[config.mk]
export PLATFORM = sky130hd
export DESIGN_NAME = pbp_out_buffer
export DESIGN_NICKNAME = d
export VERILOG_FILES = /design/src/hw/rtl/pbp_pkg.sv /design/src/hw/rtl/pbp_out_buffer.sv
export VERILOG_INCLUDE_DIRS = /design/src /design/src/hw/rtl
export SDC_FILE = /design/constraint.sdc
export NUM_CORES = 1
export LEC_CHECK = 0
export BUFFER_PORTS_ARGS = -buffer_cell sky130_fd_sc_hd__buf_4
export CAP_MARGIN = 25
export CORE_ASPECT_RATIO = 1.1
export CORE_MARGIN = 2
export CORE_UTILIZATION = 35
export CTS_CLUSTER_SIZE = 40
export DETAILED_ROUTE_END_ITERATION = 6
export PLACE_DENSITY = 0.68
export SLEW_MARGIN = 10
export SYNTH_ARGS = -nofsm -noshare
export SYNTH_HDL_FRONTEND = slang
export SYNTH_SLANG_ARGS = --single-unit
export TNS_END_PERCENT = 20
[constraint.sdc]
create_clock -name i_clk -period 2.2 [get_ports i_clk]
set_input_delay 0.44 -clock i_clk [delete_from_list [all_inputs] [get_ports i_clk]]
set_output_delay 0.44 -clock i_clk [all_outputs]
set_load 0.03 [all_outputs]
[src/hw/rtl/procedural_backdrop_pixel_unit_macros.svh]
// ---------------------------------------------------------------------------
// Assertion macros for the procedural backdrop pixel unit
// Shared concurrent assertion forms, clocked and held off during reset.
// ---------------------------------------------------------------------------
`ifndef PROCEDURAL_BACKDROP_PIXEL_UNIT_MACROS_SVH
`define PROCEDURAL_BACKDROP_PIXEL_UNIT_MACROS_SVH

// Consequent must hold in the same cycle as the antecedent
`define PBP_ASSERT_SAME(label, clk, rst_n, ante, cons, msg) \
    label: assert property (@(posedge clk) disable iff (!rst_n) (ante) |-> (cons)) \
        else $error(msg);

// Consequent must hold in the cycle after the antecedent
`define PBP_ASSERT_NEXT(label, clk, rst_n, ante, cons, msg) \
    label: assert property (@(posedge clk) disable iff (!rst_n) (ante) |=> (cons)) \
        else $error(msg);

`endif

[src/hw/rtl/pbp_pkg.sv]
// ---------------------------------------------------------------------------
// pbp_pkg
// Shared types and constants of the procedural backdrop pixel unit.
// ---------------------------------------------------------------------------
`timescale 1ns / 1ps

package pbp_pkg;

    // Default sizes
    localparam int unsigned MAX_DIM_DEFAULT    = 1024;
    localparam int unsigned SINE_DEPTH_DEFAULT = 1024;

    // Reset value of both reciprocal registers (65536 / 240)
    localparam logic [15:0] RECIP_RESET = 16'd273;

    // pi/2 in Q2.30, seed of the sine table
    localparam logic [63:0] HALF_PI_Q30 = 64'd1686629713;

    // Output word
    localparam int unsigned PIXEL_WIDTH = 16;

    // Colour channels
    localparam int unsigned NUM_CH = 3;
    localparam int unsigned CH_R   = 0;
    localparam int unsigned CH_G   = 1;
    localparam int unsigned CH_B   = 2;

    // Per-channel gradient colour, signed Q2.16
    typedef logic signed [17:0] t_base [NUM_CH];

endpackage

[src/hw/rtl/pbp_out_buffer.sv]
// ---------------------------------------------------------------------------
// pbp_out_buffer
// Two-word output register with skid slot; registered pipeline advance.
// ---------------------------------------------------------------------------
`timescale 1ns / 1ps
`include "procedural_backdrop_pixel_unit_macros.svh"

module pbp_out_buffer (
    input  logic                             i_clk,
    input  logic                             i_rst_n,
    input  logic                             i_vld,
    input  logic [pbp_pkg::PIXEL_WIDTH-1:0]  i_data,
    output logic                             o_advance,
    output logic                             o_tvalid,
    input  logic                             i_tready,
    output logic [pbp_pkg::PIXEL_WIDTH-1:0]  o_tdata
);
    import pbp_pkg::*;

    logic                   r_main_vld;
    logic [PIXEL_WIDTH-1:0] r_main;
    logic                   r_skid_vld;
    logic [PIXEL_WIDTH-1:0] r_skid;
    logic                   w_push;
    logic                   w_pop;

    // Pipeline moves only while the skid slot is free
    assign o_advance = ~r_skid_vld;
    assign w_push    = i_vld & ~r_skid_vld;
    assign w_pop     = r_main_vld & i_tready;
    assign o_tvalid  = r_main_vld;
    assign o_tdata   = r_main;

    // Fill main first, park in skid when main is stalled
    always_ff @(posedge i_clk) begin
        if (!i_rst_n) begin
            r_main_vld <= 1'b0;
            r_skid_vld <= 1'b0;
        end else if (r_skid_vld) begin
            if (w_pop) begin
                r_main     <= r_skid;
                r_skid_vld <= 1'b0;
            end
        end else if (w_push) begin
            if (!r_main_vld || w_pop) begin
                r_main     <= i_data;
                r_main_vld <= 1'b1;
            end else begin
                r_skid     <= i_data;
                r_skid_vld <= 1'b1;
            end
        end else if (w_pop) begin
            r_main_vld <= 1'b0;
        end
    end

    `PBP_ASSERT_SAME(a_skid_needs_main, i_clk, i_rst_n, r_skid_vld, r_main_vld, "skid word without main word")
    `PBP_ASSERT_NEXT(a_stall_parks_word, i_clk, i_rst_n, r_main_vld && !i_tready && w_push, r_skid_vld, "stalled word not parked")
    `PBP_ASSERT_NEXT(a_skid_drains, i_clk, i_rst_n, r_skid_vld && i_tready, !r_skid_vld && r_main_vld, "skid word not moved to main")

endmodule

* After elaboration in Yosys (flattened, before gate mapping)
Cells that the tools add are included.
Widths: inputs -> output; s select.
** Storage, ports and cells
- Register bits after elaboration :: 34
** Operators by class
- Equal/unequal tests :: 2
- Muxes and demuxes :: 11
- Bitwise logic cells :: 4
- Reductions and logical operators :: 8
** Operators by type and width (count)
- $mux 16 :: 4
- $reduce_and 4->1 :: 2
- $mux 1 :: 7
- $reduce_bool 2->1 :: 3
- $ne 2x1->1 const B :: 2
- $reduce_and 3->1 :: 1
- $and 1x1->1 :: 2
- $not 1->1 :: 2
- $logic_not 1->1 :: 1
- $logic_or 1x1->1 :: 1

* Depth between registers and ports, before layout
Gate-level depths: netlist of the first run.
- Depth in word-level cells :: 5
- Gate-level depth with buffers :: 3
- Gate-level depth less buffers :: 2

* Worst setup path after synthesis of the first run
OpenSTA, ideal clock, no wires.
- Path type :: register -> register
- Start point :: register r_main_vld, in the netlist o_tvalid
- End point :: register r_main[0], in the netlist o_tdata[0], enable pin
- Data arrival time :: 1.423 ns
- Data required time :: 1.813 ns
- Slack :: 0.390 ns
- Stages on the path, launching flop included :: 3
- Clock period less this slack :: 1.810 ns
- Path through :: dfxtp_1 > mux2i_1 > nor3_2
** Between the ends
- Longest elaborated chain between the ends :: 4
- Elaborated cells on any way between the ends :: 6
** RTL lines
- from (decl) :: line pbp_out_buffer.sv:20 : logic r_main_vld;
- from (signal assigned) :: line pbp_out_buffer.sv:37 : r_main_vld <= 1'b0;
- from (signal assigned) :: line pbp_out_buffer.sv:47 : r_main_vld <= 1'b1;
- from (signal assigned) :: line pbp_out_buffer.sv:53 : r_main_vld <= 1'b0;
- $and 1x1->1 / $logic_not 1->1 (equally long branches) :: line pbp_out_buffer.sv:30, pbp_out_buffer.sv:45
- $logic_or 1x1->1 :: line pbp_out_buffer.sv:45 : if (!r_main_vld || w_pop) begin
- $reduce_bool 2->1 (no line)
- $reduce_and 4->1 (no line) (*)
- to (signal assigned) :: line pbp_out_buffer.sv:41 : r_main <= r_skid;
- to (signal assigned) :: line pbp_out_buffer.sv:46 : r_main <= i_data;
- to (decl) :: line pbp_out_buffer.sv:21 : logic [PIXEL_WIDTH-1:0] r_main;
Every way passes the cells marked *; elsewhere a longest branch is shown, timed or not.
A chain may end at the register's enable or synchronous reset.

* Final worst setup path of the first run
- Start point :: register r_skid_vld
- End point :: output port o_advance
** Between the ends
- Longest elaborated chain between the ends :: 1
** RTL lines
- from (decl) :: line pbp_out_buffer.sv:22 : logic r_skid_vld;
- from (signal assigned) :: line pbp_out_buffer.sv:38 : r_skid_vld <= 1'b0;
- from (signal assigned) :: line pbp_out_buffer.sv:42 : r_skid_vld <= 1'b0;
- from (signal assigned) :: line pbp_out_buffer.sv:50 : r_skid_vld <= 1'b1;
- $not 1->1 (no line)
- to (decl) :: line pbp_out_buffer.sv:13 : output logic o_advance,
No other way between the ends.

==> results of run 1 <==
-- placed cells by master (no fill, tap or decap) --
| master | Yosys | final |
|---|---|---|
| clkinv_2 | 0 | 1 |
| a21oi_1 | 1 | 1 |
| nor3b_2 | 1 | 1 |
| buf_4 | 1 | 40 |
| a211oi_1 | 1 | 1 |
| mux2i_1 | 1 | 1 |
| nand3b_1 | 1 | 1 |
| and2b_1 | 1 | 1 |
| clkbuf_1 | 0 | 1 |
| nor3_2 | 1 | 1 |
| inv_1 | 2 | 2 |
| edfxtp_1 | 32 | 32 |
| clkbuf_8 | 0 | 5 |
| mux2_2 | 16 | 16 |
| dfxtp_1 | 2 | 2 |
| clkinv_1 | 0 | 1 |
| nor2b_1 | 1 | 1 |
| o21ai_0 | 1 | 1 |
| nand2_1 | 1 | 1 |
-- final timing paths --
check                                        endpoint                  start  slack, ns  cells past startpoint
worst max-delay path                        o_advance  r_skid_vld$_SDFF_PN0_       0.84                      2
worst max register to register   o_tdata[5]$_DFFE_PP_  r_skid_vld$_SDFF_PN0_       0.89                      2
worst min-delay path              r_skid[2]$_DFFE_PP_              i_data[2]       0.35                      1
worst min register to register  o_tdata[14]$_DFFE_PP_   r_skid[14]$_DFFE_PP_       0.55                      1
-- flip-flops by register name, indices dropped and copies added, names as in the netlist --
name        cells
o_tdata        16
o_tvalid        1
r_skid         16
r_skid_vld      1
-- layer usage --
metal	global-route usage, %	vias to the layer above	share of wire (%)	routed length (um)
li1	-	334	-	-
met1	10.8	319	40	777
met2	14.9	30	50	980
met3	5.36	5	9.3	183
met4	3.99	0	1.3	25
met5	0	-	0	0
-- layout make-up --
type	instances	area (um2)	area share [%]
repair buffers	40	300	17.6
flip-flops and latches	34	1000	58.6
clock inverters	2	8.76	0.513
clock buffers	6	72.6	4.25
inverters	2	7.51	0.440
well taps	50	62.6	3.66
multi-input cells	26	255	14.9
-- where the power goes --
| group | switching, mW | total, mW | internal (mW) | leakage [nW] |
|---|---|---|---|---|
| clock | 0.194 | 0.411 | 0.217 | 0.0426 |
| combinational | 0.0812 | 0.157 | 0.0755 | 0.277 |
| sequential | 0.00928 | 0.748 | 0.739 | 0.310 |
-- logic make-up (layout without fill, tap and decap cells) --
| family | after synthesis | in the layout | synth area share [%] |
|---|---|---|---|
| flip-flops | 34 | 34 | 78.0 |
| multiplexers | 17 | 17 | 14.8 |
| AND/OR/NAND/NOR | 6 | 6 | 3.71 |
| buffers and inverters | 4 | 50 | 2.05 |
| AO/OA/AOI/OAI | 3 | 3 | 1.37 |
-- synthesized netlist by cell type (all sizes together) --
master	n	area share (%)
nor2b	1	0.49
nand2	1	0.29
nor3b	1	0.98
inv	2	0.59
a21oi	1	0.39
and2b	1	0.59
buf	2	1.5
edfxtp	32	75
mux2i	1	0.78
o21ai	1	0.39
nand3b	1	0.59
mux2	16	14
nor3	1	0.78
dfxtp	2	3.1
a211oi	1	0.59
-- through the flow --
stage / cells / power (mW) / setup WS, ns / area, um2
2_1_floorplan: 64 / 0.852 / 0.390 / 1280
3_3_place_gp: 152 / 0.917 / 0.845 / 1630
3_5_place_dp: 152 / 0.920 / 0.806 / 1630
4_1_cts: 160 / 1.34 / 0.827 / 1710
5_1_grt: 160 / 1.37 / 0.787 / 1710
6_report: 160 / 1.32 / 0.840 / 1710
==> impl_metrics.py, run 1 <==
metrics = {
    "drt": {
        "drc": 0,
        "postRouteAntennaNets": 0,
        "drtIter0Drc": 10,
        "routed_wirelength_um": 1970,
        "via_per_inst": 4.30,
        "post_drt_wl_per_cell_um": 12.3,
        "firstDrtPassIters": 4,
        "vias": 688,
    },
    "cells_and_area": {
        "finalCoreUtilization_pct": 47.9,
        "fill_cells": 329,
        "final_nets": 129,
        "drive_above_1_share_pct": 58.2,
        "syn2layout_area_growth_pct": 33.2,
        "antenna_cells": 0,
    },
    "global_route": {
        "grt_pass1_vias": 603,
        "antenna_found_initial": 0,
        "grt_start_max_net_pins": 17,
        "grt-ovfl-total": 0,
        "grt_pass1_wl_um": 2730,
        "globalRouteTotalUtil_pct": 9.60,
    },
    "clocking": {
        "cts-htree-levels": 2,
        "clk_path_buf_depth": 2,
        "ctsResizeCount": 0,
        "cts_setup_buffers": 0,
        "clockRootBuffer": "clkbuf_8",
        "clock_sink_count": 34,
        "cts_tree": "built",
        "clkTransAtPathRegs_ns": 0.06,
        "cts_buffers": 5,
        "hold_buffers": 0,
        "insertion_delay_ns": 0.28,
    },
    "synthesis": {
        "syn_area_um2": 1280,
        "ys_seq_elements": 34,
        "synth.distinct_cells": 16,
        "ys_seq_area_share_pct": 78.0,
        "syn_avg_cell_area_um2": 20.0,
        "syn_inst": 64,
        "yosys_warnings": 0,
        "syn-num-nets": 84,
    },
    "place": {
        "port_buffers": 37,
        "place_congestion": 0.663,
    },
    "critical_path": {
        "arrival_ns": 0.92,
        "path_cells": "inv_1 > buf_4",
        "cp-end-kind": "output pin",
        "max_stage_delay_ns": 0.42,
        "critical-path-top-delay-family": "flip-flops",
        "critical_path_class": "reg2out",
        "crit_required_ns": 1.76,
        "critPathLaunchType": "register",
        "slowest_stage": "dfxtp_1",
        "critPathMaxFanout": 6,
        "cp_num_buf_inv": 2,
    },
    "die": {
        "coreArea_um2": 3570,
        "io_pins": 38,
        "row_count": 23,
        "floorplan.initialDensity_pct": 35.9,
        "die_h_um": 67.5,
        "dieArea_um2": 4160,
        "die_x_um": 61.7,
    },
    "sta": {
        "timing.slew.headroom_pct": 88.0,
        "slew_violations": 0,
        "fin_skew_ns": 0.00569,
        "period_share_pct": 61.8,
        "hold_viol": 0,
        "rsz0062_at_grt": "false",
        "setup_tns_ns": 0,
        "final.min_clock_period_ns": 1.36,
        "tightest_slew_ns": 0.176,
        "setup_viol": 0,
        "whs_ns": 0.346,
        "max_clock_freq_ghz": 0.735,
    },
    "job": {
        "cap_violations": 0,
    },
    "power": {
        "irDropWorstVdd_v": 0.000317,
        "powerDensity_nw_per_um2": 770,
        "leakagePower_nw": 0.630,
    },
    "worst_hold_path": {
        "hold_path.class": "in2reg",
    },
    "status": {
        "status": "finished, final reports clean",
    },
}
Note: power is estimated with default switching activity, not from simulation.
==> run 2, diff against run 1 <==
==> constraint.sdc (replaced) <==
create_clock -name i_clk -period 1.3 [get_ports i_clk]
set_input_delay 0.26 -clock i_clk [delete_from_list [all_inputs] [get_ports i_clk]]
set_output_delay 0.26 -clock i_clk [all_outputs]
set_load 0.03 [all_outputs]
==> run 2 against run 1 <==
  * Combinational power increased by 89%
  * Via count rose by 3.3%
  * Global-route usage rose by 1.1 points
  * First-iteration DRC count rose to 2.8 times the previous value
  * Die area stayed put
  * Core utilization is 2.0 points higher
  * Wire length increased by 3.5%
  * Final area is 4.2% higher
  * Sequential cell count is the same
  * Clock-buffer cell count down 1
  * Non-clock buffer count grew 4
  * Largest cell class unchanged
==> impl_metrics.py, run 2 (synthesized netlist as in run 1, its figures left out) <==
metrics = {
    "status": {
        "status": "finished, final reports clean",
    },
    "power": {
        "powerDensity_nw_per_um2": 1270,
        "irDropWorstVdd_v": 0.000554,
        "leakagePower_nw": 0.665,
        "p_total_mw": 2.26,
    },
    "sta": {
        "fin_skew_ns": 0.00140,
        "setup_viol": 0,
        "final.min_clock_period_ns": 1.25,
        "tightest_slew_ns": 0.247,
        "period_share_pct": 96.0,
        "max_clock_freq_ghz": 0.802,
        "hold_viol": 0,
        "timing.slew.headroom_pct": 83.0,
        "setup_tns_ns": 0,
        "rsz0062_at_grt": "false",
        "slew_violations": 0,
    },
    "cells_and_area": {
        "fill_cells": 329,
        "layout_common_cells": "buf_4, edfxtp_1, mux2_2",
        "seq_area_um2": 1000,
        "finalCoreUtilization_pct": 49.9,
        "fin_area_um2": 1780,
        "final_nets": 133,
        "multi_input_area_um2": 268,
        "syn2layout_area_growth_pct": 38.8,
        "stdcell_count": 164,
        "drive_above_1_share_pct": 60.5,
        "antenna_cells": 0,
        "layout_commonest_cell": "buf_4",
    },
    "critical_path": {
        "path_cells": "nand3b_1 > nor3b_4 > buf_4",
        "crit_required_ns": 1.29,
        "arrival_ns": 1.24,
        "critPathLaunchType": "register",
        "cp_num_buf_inv": 1,
        "reg2reg_depth": 3,
        "max_stage_delay_ns": 0.34,
        "cp-end-kind": "register",
        "crit_cells": 3,
        "critical_path_class": "reg2reg",
        "slowest_stage": "dfxtp_2",
        "critPathMaxFanout": 8,
        "critical-path-top-delay-family": "simple AND/OR/NAND/NOR gates",
    },
    "global_route": {
        "globalRouteTotalUtil_pct": 10.7,
        "grt_pass1_wl_um": 2990,
        "grt_start_max_net_pins": 17,
        "antenna_found_initial": 0,
        "grt_pass1_vias": 641,
        "grt-ovfl-total": 0,
    },
    "clocking": {
        "insertion_delay_ns": 0.28,
        "clkTransAtPathRegs_ns": 0.06,
        "cts_tree": "built",
        "cts_buffers": 5,
        "clk_path_buf_depth": 2,
        "hold_buffers": 0,
        "cts-htree-levels": 2,
        "clockRootBuffer": "clkbuf_8",
        "clock_sink_count": 34,
    },
    "die": {
        "dieArea_um2": 4160,
        "floorplan.initialDensity_pct": 35.9,
        "coreArea_um2": 3570,
        "io_pins": 38,
        "die_h_um": 67.5,
        "die_x_um": 61.7,
        "row_count": 23,
    },
    "place": {
        "dp_cells": 154,
        "placed_area_um2": 1670,
        "port_buffers": 37,
        "place_congestion": 0.683,
    },
    "drt": {
        "routed_wirelength_um": 2040,
        "vias": 711,
        "postRouteAntennaNets": 0,
        "drtIter0Drc": 28,
        "via_per_inst": 4.34,
        "post_drt_wl_per_cell_um": 12.4,
        "firstDrtPassIters": 4,
        "drc": 0,
    },
    "job": {
        "cap_violations": 0,
    },
    "worst_hold_path": {
        "hold_depth": 1,
        "hold_path.class": "in2reg",
    },
}
[run 2: layout make-up]
type / count / share of cell area (%)
Sequential cell: 34 / 56.4
Timing Repair Buffer: 44 / 20.2
Multi-Input combinational cell: 26 / 15.0
Clock buffer: 5 / 3.87
Tap cell: 50 / 3.51
Clock inverter: 3 / 0.632
Inverter: 2 / 0.422
[run 2: final timing paths]
check	start	endpoint	slack [ns]
max	r_skid_vld$_SDFF_PN0_	r_skid[5]$_DFFE_PP_	0.05
min	i_data[9]	r_skid[9]$_DFFE_PP_	0.16
max reg2reg	r_skid_vld$_SDFF_PN0_	r_skid[5]$_DFFE_PP_	0.05
min reg2reg	o_tvalid$_SDFFE_PN0P_	o_tvalid$_SDFFE_PN0P_	0.50
[run 2: metal layers]
layer	vias up	wire, um	part of all wire (%)	track usage [%]
li1	349	-	-	-
met1	322	834	41	13.6
met2	33	934	46	13.9
met3	7	215	11	6.13
met4	0	51	2.5	6.38
met5	-	0	0	0
[run 2: repair_timing]
action | CTS | global route
setup buffers | 0 | 2
endpoints found under the setup margin | 1 | 1
hold endpoints to repair | 0 | 0
resized for setup | 2 | 0
[run 2: where the power goes]
group | switching (mW) | internal, mW
registers | 0.0157 | 1.25
logic | 0.146 | 0.150
clock network | 0.339 | 0.356
[run 2: stage by stage]
step	hold WS, ns	setup WS, ns
final	0.163	0.0526
after global routing	0.153	0.0226
after floorplan	0.359	-0.247
after global placement	0.448	0.0800
after CTS	0.154	0.00501
after detailed placement	0.450	0.0360
==> run 3, diff against run 2 <==
--- a/config.mk
+++ b/config.mk
@@ -6,14 +6,15 @@
 export SDC_FILE = /design/constraint.sdc
 export NUM_CORES = 1
 export LEC_CHECK = 0
+export ABC_AREA = 1
 export BUFFER_PORTS_ARGS = -buffer_cell sky130_fd_sc_hd__buf_4
 export CAP_MARGIN = 25
 export CORE_ASPECT_RATIO = 1.1
-export CORE_MARGIN = 2
+export CORE_MARGIN = 3
 export CORE_UTILIZATION = 35
 export CTS_CLUSTER_SIZE = 40
 export DETAILED_ROUTE_END_ITERATION = 6
-export PLACE_DENSITY = 0.68
+export PLACE_DENSITY = 0.67
 export SLEW_MARGIN = 10
 export SYNTH_ARGS = -nofsm -noshare
 export SYNTH_HDL_FRONTEND = slang
==> run 3 against run 2 <==
  * Wire length up 21%
  * Clock-buffer cell count unchanged
  * Clock power up 1%
  * Worst hold slack worse by 0.0021 ns
  * Global-route usage up 1.3 points
  * Die area up 12%
  * Critical path depth up 2
  * Non-clock buffer count down 3
  * Setup slack better by 0.019 ns
  * Highest routed layer unchanged
==> impl_metrics.py, run 3 <==
metrics = {
    "synthesis": {
        "ys_seq_elements": 34,
        "yosys_warnings": 0,
        "synthTopCellsByArea": "edfxtp_1, nand2_1, nand2_2, dfxtp_1, nor2_1",
        "synth_edf_count": 32,
        "synth_common_cells": "nand2_1, edfxtp_1, nand2_2",
        "ys_seq_area_share_pct": 73.6,
        "yosysMostFrequentCell": "nand2_1",
        "syn-num-nets": 124,
        "synth_top_cell_by_area": "edfxtp_1",
        "synth.distinct_cells": 13,
        "async_reset_ff_share_pct": 0,
        "syn_area_um2": 1360,
        "synth_top_area_share_pct": 70.7,
        "syn_avg_cell_area_um2": 13.1,
        "syn_inst": 104,
        "synth_ff_type": "edfxtp_1",
    },
    "cells_and_area": {
        "layout_common_cells": "buf_4, nand2_1, edfxtp_1",
        "layout_commonest_cell": "buf_4",
        "syn2layout_area_growth_pct": 32.2,
        "final_nets": 169,
        "drive_above_1_share_pct": 46.7,
        "antenna_cells": 0,
        "finalCoreUtilization_pct": 48.8,
    },
    "critical_path": {
        "critPathMaxFanout": 19,
        "cp-end-kind": "register",
        "critical_path_class": "reg2reg",
        "critPathLaunchType": "register",
        "crit_required_ns": 1.29,
        "arrival_ns": 1.22,
        "reg2reg_depth": 5,
        "rrSetupSlack_ns": 0.07,
    },
    "place": {
        "dp_hpwl_um": 1850,
        "port_buffers": 37,
        "place_congestion": 0.689,
        "dp_slack_ns": 0.0184,
    },
    "worst_hold_path": {
        "hold_path.class": "in2reg",
        "hold_depth": 1,
    },
    "sta": {
        "timing.final.ws_setup_ns": 0.0715,
        "hold_viol": 0,
        "setup_viol": 0,
        "tightest_slew_ns": 0.176,
        "setup_tns_ns": 0,
        "slew_violations": 0,
        "max_clock_freq_ghz": 0.814,
        "rsz0062_at_grt": "false",
        "period_share_pct": 94.5,
        "final.min_clock_period_ns": 1.23,
        "fin_skew_ns": 0.00355,
        "timing.slew.headroom_pct": 88.2,
    },
    "die": {
        "row_count": 23,
        "io_pins": 38,
        "die_x_um": 65.4,
        "coreArea_um2": 3680,
        "dieArea_um2": 4670,
        "floorplan.initialDensity_pct": 36.9,
        "die_h_um": 71.4,
    },
    "clocking": {
        "hold_buffers": 0,
        "clockRootBuffer": "clkbuf_8",
        "clk_path_buf_depth": 2,
        "clock_sink_count": 34,
        "cts-htree-levels": 2,
        "insertion_delay_ns": 0.28,
        "clkTransAtPathRegs_ns": 0.07,
        "cts_tree": "built",
        "cts_buffers": 5,
    },
    "drt": {
        "postRouteAntennaNets": 0,
        "via_per_inst": 4.31,
        "drtIter0Drc": 26,
        "drc": 0,
        "routed_wirelength_um": 2460,
        "post_drt_wl_per_cell_um": 12.3,
        "vias": 861,
        "firstDrtPassIters": 4,
    },
    "global_route": {
        "antenna_found_initial": 0,
        "globalRouteTotalUtil_pct": 12.1,
        "grt_pass1_vias": 896,
        "grt_pass1_wl_um": 4160,
        "grt-ovfl-total": 0,
        "grt_start_max_net_pins": 20,
    },
    "power": {
        "powerDensity_nw_per_um2": 1260,
        "p_total_mw": 2.27,
        "irDropWorstVdd_v": 0.000762,
        "leakagePower_nw": 0.744,
    },
    "status": {
        "status": "finished, final reports clean",
    },
    "job": {
        "cap_violations": 0,
    },
}
[run 3: cell count changes in the layout (fill, tap and decap cells not counted), moves of 2 or more]
cell | previous run | this run
mux2_2 | 16 | 0
nor2_1 | 0 | 4
nand2_1 | 1 | 36
nand2_2 | 0 | 18
nor2_4 | 0 | 2
[run 3: cell type report]
cell class | count | area [um2]
multi-input combinational | 63 | 307
sequential | 34 | 1010
tap | 50 | 62.6
inverter | 4 | 22.5
fill | 349 | 1890
clock inverter | 3 | 11.3
timing repair buffer | 41 | 320
clock buffer | 5 | 68.8
[run 3: kinds of logic after synthesis]
| family | count (synthesis) | synth area share (%) |
|---|---|---|
| compound gates | 1 | 0.368 |
| buf+inv | 7 | 4.97 |
| simple gates | 62 | 21.1 |
| flops | 34 | 73.6 |
[run 3: what timing repair did]
| action | 4_1_cts | 5_1_grt |
|---|---|---|
| gates resized for setup | 1 | 0 |
| buffers inserted | 0 | 0 |
| setup endpoints to repair | 1 | 0 |
[run 3: power breakdown]
part | internal [mW] | switching, mW | leakage, nW | total (mW)
combinational | 0.123 | 0.179 | 0.392 | 0.301
sequential | 1.25 | 0.0153 | 0.312 | 1.27
clock | 0.357 | 0.347 | 0.0407 | 0.704
total | 1.73 | 0.541 | 0.744 | 2.27
[run 3: routing by layer]
metal,routed length (um),vias up,share of wire (%),track usage (%)
met5,0,-,0,0
met4,61,0,2.5,6.22
li1,-,429,-,-
met1,849,408,35,11.4
met3,100,6,4.1,4.39
met2,1450,18,59,22.4
[run 3: path summary, 6_finish.rpt]
path	startpoint	to
setup / recovery	r_skid_vld$_SDFF_PN0_	o_tdata[6]$_DFFE_PP_
hold / removal	i_data[11]	r_skid[11]$_DFFE_PP_
setup reg to reg	r_skid_vld$_SDFF_PN0_	o_tdata[6]$_DFFE_PP_
hold reg to reg	r_skid[13]$_DFFE_PP_	o_tdata[13]$_DFFE_PP_
[run 3: per-stage QoR]
step / instance area, um2 / instances / hold slack, ns
floorplan: 1380 / 104 / 0.359
global placement: 1720 / 193 / 0.451
detailed placement: 1720 / 193 / 0.450
CTS: 1800 / 200 / 0.150
global route: 1800 / 200 / 0.143
finish: 1800 / 200 / 0.161
[run 3: critical path, stage by stage (launching register included)]
cell     delay [ns]
dfxtp_2        0.39
inv_8          0.09
nand2_4        0.06
nand2_1        0.10
nor2_4         0.13
buf_12         0.16
